$ cat src/rtl/core/kmh_pkg.sv
// kmh_pkg: shared types and constants for the k-way merge min-heap core.
// Node layout, operation codes, register map and defaults.
// No dependencies.
`timescale 1ns / 1ps

package kmh_pkg;

    localparam int KEY_W   = 32;
    localparam int WAY_W   = 7;
    localparam int SLOT_W  = 7;
    localparam int FUNC_W  = 2;
    localparam int HSIZE_W = 8;
    localparam int APB_AW  = 3;
    localparam int APB_DW  = 32;

    localparam int WAYS_DEF = 128;

    localparam logic [HSIZE_W-1:0] WAY_CNT_RST = 8'd128;

    // operation codes
    localparam logic [FUNC_W-1:0] FN_WRITE   = 2'd0;
    localparam logic [FUNC_W-1:0] FN_BUILD   = 2'd1;
    localparam logic [FUNC_W-1:0] FN_REPLACE = 2'd2;

    // register byte addresses
    localparam logic [APB_AW-1:0] ADDR_WAY_CNT = 3'd0;

    typedef struct packed {
        logic [KEY_W-1:0] key;
        logic [WAY_W-1:0] way;
    } node_t;

endpackage

$ cat src/rtl/core/kmh_cell.sv
// kmh_cell: one heap level. Holds the level's nodes as sibling pairs and
// resolves one sift-down step per cycle when the sinking node sits here.
// Depends on kmh_pkg.
`timescale 1ns / 1ps

module kmh_cell
    import kmh_pkg::*;
#(
    parameter int LVL    = 0,
    parameter int LEVELS = 8,
    parameter int PW     = 7,
    parameter int NW     = 8
)
(
    input  logic          clk,
    input  logic          rst_n,
    // sinking node handed down from the level above
    input  logic          pass_in_vld,
    input  logic [PW-1:0] pass_in_pos,
    input  node_t         pass_in_node,
    // sift start from the controller
    input  logic          inj_vld,
    input  logic [PW-1:0] inj_pos,
    input  logic          inj_mem,
    input  node_t         inj_node,
    // pair read port (registered data)
    input  logic [PW-1:0] rd_pair,
    output node_t         rd_l,
    output node_t         rd_r,
    // children pair from the level below
    input  node_t         kid_l,
    input  node_t         kid_r,
    input  logic [NW-1:0] live_n,
    // direct node load
    input  logic          ext_we,
    input  logic [PW-1:0] ext_pos,
    input  node_t         ext_node,
    // hand-off to the level below
    output logic          pass_vld,
    output logic [PW-1:0] pass_pos,
    output node_t         pass_node,
    output logic          done,
    output node_t         head
);

    localparam int AW    = (LVL > 1) ? LVL - 1 : 1;
    localparam int DEPTH = 1 << AW;
    localparam int XW    = LEVELS + 1;
    localparam int BASE  = (1 << (LVL + 1)) - 1;

    node_t pair_l_mem [DEPTH];
    node_t pair_r_mem [DEPTH];

    node_t         rd_l_reg;
    node_t         rd_r_reg;
    node_t         head_reg;

    logic          tok_vld_reg;
    logic          tok_vld_next;
    logic [PW-1:0] tok_pos_reg;
    logic [PW-1:0] tok_pos_next;
    logic          tok_mem_reg;
    logic          tok_mem_next;
    node_t         tok_node_reg;
    node_t         tok_node_next;

    node_t         cur;
    logic [XW-1:0] l_idx;
    logic [XW-1:0] r_idx;
    logic          l_ok;
    logic          r_ok;
    logic          go_l;
    logic          go_r;
    logic          moved;

    logic          we;
    logic [PW-1:0] wr_pos;
    node_t         wr_node;
    logic [AW-1:0] wr_idx;
    logic [AW-1:0] rd_idx;

    // token load: hand-off from above wins, else a controller start
    always_comb
    begin
        tok_vld_next  = 1'b0;
        tok_pos_next  = tok_pos_reg;
        tok_mem_next  = tok_mem_reg;
        tok_node_next = tok_node_reg;
        if (pass_in_vld)
        begin
            tok_vld_next  = 1'b1;
            tok_pos_next  = pass_in_pos;
            tok_mem_next  = 1'b0;
            tok_node_next = pass_in_node;
        end
        else if (inj_vld)
        begin
            tok_vld_next  = 1'b1;
            tok_pos_next  = inj_pos;
            tok_mem_next  = inj_mem;
            tok_node_next = inj_node;
        end
    end

    always_ff @(posedge clk or negedge rst_n)
    begin
        if (!rst_n)
        begin
            tok_vld_reg <= 1'b0;
        end
        else
        begin
            tok_vld_reg <= tok_vld_next;
        end
    end

    always_ff @(posedge clk)
    begin
        tok_pos_reg  <= tok_pos_next;
        tok_mem_reg  <= tok_mem_next;
        tok_node_reg <= tok_node_next;
    end

    // sift step: strictly smaller child moves up, left wins ties
    always_comb
    begin
        cur   = tok_mem_reg ? (tok_pos_reg[0] ? rd_r_reg : rd_l_reg) : tok_node_reg;
        l_idx = XW'(BASE) + XW'({tok_pos_reg, 1'b0});
        r_idx = l_idx + XW'(1);
        l_ok  = l_idx < XW'(live_n);
        r_ok  = r_idx < XW'(live_n);
        go_l  = l_ok && (kid_l.key < cur.key);
        go_r  = r_ok && (kid_r.key < (go_l ? kid_l.key : cur.key));
        moved = go_l || go_r;
    end

    assign pass_vld  = tok_vld_reg && moved;
    assign pass_pos  = PW'({tok_pos_reg, go_r});
    assign pass_node = cur;
    assign done      = tok_vld_reg && !moved;

    always_comb
    begin
        we      = ext_we || tok_vld_reg;
        wr_pos  = ext_we ? ext_pos : tok_pos_reg;
        if (ext_we)
            wr_node = ext_node;
        else if (go_r)
            wr_node = kid_r;
        else if (go_l)
            wr_node = kid_l;
        else
            wr_node = cur;
        wr_idx  = AW'(wr_pos >> 1);
        rd_idx  = AW'(rd_pair);
    end

    always_ff @(posedge clk)
    begin
        rd_l_reg <= pair_l_mem[rd_idx];
        rd_r_reg <= pair_r_mem[rd_idx];
        if (we && !wr_pos[0])
            pair_l_mem[wr_idx] <= wr_node;
        if (we && wr_pos[0])
            pair_r_mem[wr_idx] <= wr_node;
        // first node of the level; the root for level 0
        if (we && !wr_pos[0] && (wr_idx == '0))
            head_reg <= wr_node;
    end

    assign rd_l = rd_l_reg;
    assign rd_r = rd_r_reg;
    assign head = head_reg;

endmodule

$ cat config.mk
export PLATFORM = sky130hd
export DESIGN_NAME = kmh_cell
export DESIGN_NICKNAME = d
export VERILOG_FILES = /design/src/rtl/core/kmh_pkg.sv /design/src/rtl/core/kmh_cell.sv
export SDC_FILE = /design/constraint.sdc
export NUM_CORES = 1
export LEC_CHECK = 0
export ABC_AREA = 1
export BUFFER_PORTS_ARGS = -buffer_cell sky130_fd_sc_hd__buf_2
export CELL_PAD_IN_SITES_DETAIL_PLACEMENT = 2
export CELL_PAD_IN_SITES_GLOBAL_PLACEMENT = 2
export CORE_MARGIN = 5
export CORE_UTILIZATION = 32
export CTS_CLUSTER_DIAMETER = 50
export DETAILED_ROUTE_END_ITERATION = 12
export GPL_TIMING_DRIVEN = 0
export HOLD_SLACK_MARGIN = 0.06
export PLACE_DENSITY = 0.83
export SLEW_MARGIN = 10
export SYNTH_ARGS = -nofsm -noshare
export SYNTH_HDL_FRONTEND = slang
export SYNTH_SLANG_ARGS = --single-unit
$ cat constraint.sdc
create_clock -name clk -period 6.4 [get_ports clk]
set_input_delay 0.96 -clock clk [delete_from_list [all_inputs] [get_ports clk]]
set_output_delay 0.96 -clock clk [all_outputs]
set_load 0.005 [all_outputs]
==> out/summary.txt <==
outcome: finished, violations left
violated checks: negative setup slack
synthesized netlist cell count: 1331
buffers plus inverters on the worst setup path: 10
CTS tree: yes
post-detailed-route wirelength per cell: 29.4 µm
Largest Register: pair_r_mem
Period Utilization, post-route: 102%
critical path startpoint category: register
clock transition at the registers of the reported paths: 0.05 ns
number of failing hold endpoints at the final stage: 0
Detailed Place HPWL: 46500 µm
count of unique library cells instantiated by Yosys: 37
Core Util, Final: 46.6%
multi-input gate area in the final layout: 5670 µm²
Filler Cells Inserted: 4436
post-synthesis instance area: 13500 µm²
max capacitance violation total: 0
Total GRT Usage: 28.4%
critical path depth: 31
Overflow after GRT: 0
fin nets: 2179
Vias/cell: 5.33
overall power of the completed layout: 0.00663 W
placer's final routability congestion estimate: 0.842
pin count of the biggest net entering global routing: 29
most used flip-flop cell after synthesis: sky130_fd_sc_hd__edfxtp_1
DIE WIDTH: 216 µm
delay of the slowest cell on the worst path: 0.38 ns
initial standard-cell utilization of the core: 32.3%
number of buffers created by CTS: 38
master of the slowest instance on the critical path: sky130_fd_sc_hd__edfxtp_1
flip-flop count of the largest register, all copies and words added: 78
total of hold buffers inserted after clock tree synthesis: 0
Worst Max-Slew Pin Slew: 1.06 ns
antenna violations before repair: 17
Final Slew Violations: 0
Via Count: 13044
Mapped Nets: 1645
CP required: 5.44 ns
total number of yosys warnings: 0
share of cells above drive strength 1: 41.7%
Power Dens Cells: 340 nW/µm²
Core Area: 41900 µm²
crit-path max FO: 7
via count of the first global-routing pass: 14736
sequential element share of the synthesized area: 56.7%
dominant cells by area after synthesis: sky130_fd_sc_hd__edfxtp_1 45%, sky130_fd_sc_hd__dfxtp_1 12%, sky130_fd_sc_hd__nand2_1 9.7%, sky130_fd_sc_hd__ha_1 7.1%, sky130_fd_sc_hd__mux2_2 6.5%
worst setup path class: reg -> out
register-to-register path setup slack: 0.02 ns
Sum Neg Setup Slack: -0.238 ns
CTS Root Cell: sky130_fd_sc_hd__clkbuf_16
async set or reset register ratio after synthesis: 0.355%
residual antenna-violating net count after detailed routing: 0
DRT Wirelength: 72100 µm
Worst setup EP type: output pin
startpoint of the worst-slack reg-to-reg timing path: tok_pos_reg[0]
R2R Path End: pair_r_mem[0][36]
IO buf count: 388
static leakage power: 9.05 nW
cell taking the most area after synthesis: sky130_fd_sc_hd__edfxtp_1
maximum level of the CTS H-tree: 2
largest registers: pair_r_mem x78, pair_l_mem x41
global-route wire length before repair: 97900 µm
detailed router's first-iteration violation count: 787
smallest hold slack: 0.197 ns
first-pass detailed-route iteration total: 7
startpoint of the most critical setup path: tok_pos_reg[0]
time the final worst path needs with I/O delays and setup: 6.52 ns
CP top delay family: buffers and inverters
Clock Path Buffers: 3
worst-case reg-to-reg path depth: 32
setup repair after global routing missed its margin: true
most frequent standard cell in the layout excluding fill and tap cells: sky130_fd_sc_hd__buf_2
FF+latch count, synth: 282
Die Height: 216 µm
DRC violations left: 0
peak clock frequency supported by timing: 153 MHz
area overhead of the layout relative to synthesis: 44.0%
WP data arrival: 5.56 ns
endpoint of the most critical setup path: done
Placement Rows: 75
Hold Crit Class: in -> async
final critical-path setup slack: -0.119 ns
top library cells by usage in the layout, fill and taps aside: 390 x sky130_fd_sc_hd__buf_2, 338 x sky130_fd_sc_hd__nand2_1, 202 x sky130_fd_sc_hd__edfxtp_1, 125 x sky130_fd_sc_hd__inv_1, 97 x sky130_fd_sc_hd__buf_4
area share of the leading cell type in the synthesized netlist: 44.8%
number of I/O pins: 402
maximum resistive drop on vdd: 147 µV
count of clock tree sinks: 282
area of the die: 46500 µm²
count of flip-flops with a built-in enable after synthesis: 202
average size of a mapped cell: 10.2 µm²
setup violators final: 3
storage element area: 7670 µm²
final clock skew: 0.0204 ns
clock latency on the worst-skew pair: 0.55 ns
worst max-slew margin expressed relative to the limit: 29.3%
worst-case setup slack after placement: -2.59 ns
==> worst register-to-register path, delay by kind of cell, from the launching register on <==
family          cells  cell delay, ns
flops               1            0.38
fa+ha+maj           2            0.47
compound gates     10            1.60
simple gates        8            1.07
buf+inv            12            2.57
==> metal layers <==
| layer | share of wire [%] | vias to the layer above | GRT usage [%] |
|---|---|---|---|
| met5 | 0.047 | - | 0 |
| met4 | 5.2 | 6 | 13.3 |
| met3 | 7.2 | 197 | 7.46 |
| met2 | 50 | 643 | 50.9 |
| met1 | 37 | 6553 | 31.6 |
| li1 | - | 5645 | - |
==> cell usage after synthesis, drive strengths merged, types with 3 or more instances <==
| cell type | count |
|---|---|
| a31oi | 7 |
| buf | 28 |
| o21ai | 107 |
| nand2 | 356 |
| mux2 | 78 |
| clkbuf | 43 |
| o21a | 35 |
| inv | 139 |
| nor3 | 3 |
| a211oi | 3 |
| nand3 | 87 |
| nor2 | 21 |
| nor4 | 3 |
| nand4 | 5 |
| edfxtp | 202 |
| xor2 | 4 |
| a21oi | 34 |
| ha | 77 |
| mux2i | 7 |
| dfxtp | 79 |
==> logic make-up (layout without fill, tap and decap cells) <==
| group | after synthesis | after routing | synth area share [%] |
|---|---|---|---|
| AND/OR/NAND/NOR | 479 | 480 | 14.5 |
| flip-flops | 282 | 282 | 56.7 |
| buffers and inverters | 210 | 773 | 6.28 |
| AO/OA/AOI/OAI | 193 | 193 | 8.07 |
| multiplexers | 85 | 85 | 7.01 |
| adder cells (fa/ha/maj) | 77 | 77 | 7.12 |
| XOR/XNOR | 5 | 5 | 0.324 |
| other | 0 | 15 | 0 |
==> metrics by stage <==
step	area, µm²	cells
after global placement	16100	2258
after floorplan	13500	1331
after CTS	18900	2405
final	19500	2449
after global routing	19500	2444
after detailed placement	16400	2267
==> power breakdown <==
part	switching [W]	internal (W)
Clock	0.000893	0.00137
Combinational	0.00122	0.000793
Sequential	0.000108	0.00224
Total	0.00222	0.00440
==> what timing repair did <==
action | CTS | global route
pin swaps | 21 | 38
setup buffers | 67 | 31
cloned | 2 | 2
endpoints found under the setup margin | 159 | 127
resized for setup | 184 | 97
==> cell type report <==
class / count / share of cell area [%]
antenna: 15 / 0.193
buffer: 69 / 3.04
clock buffer: 50 / 5.54
clock inverter: 20 / 1.23
inverter: 139 / 2.69
multi-input combinational: 840 / 29.1
sequential: 282 / 39.4
tap: 539 / 3.46
timing repair buffer: 495 / 15.4
==> worst min-delay path by stage <==
stage | depth (start not counted) | end | start | slack, ns
6_report | 1 | tok_vld_reg | rst_n | 0.20
5_1_grt | 1 | tok_vld_reg | rst_n | 0.17
4_1_cts | 1 | tok_vld_reg | rst_n | 0.16
3_5_place_dp | 1 | rd_l[13] | pair_l_mem[1][13] | 0.46
3_3_place_gp | 1 | rd_r[22] | pair_r_mem[1][22] | 0.45
2_1_floorplan | 1 | rd_l[0] | pair_l_mem[1][0] | 0.45
Power figures use the tool's default switching activity.
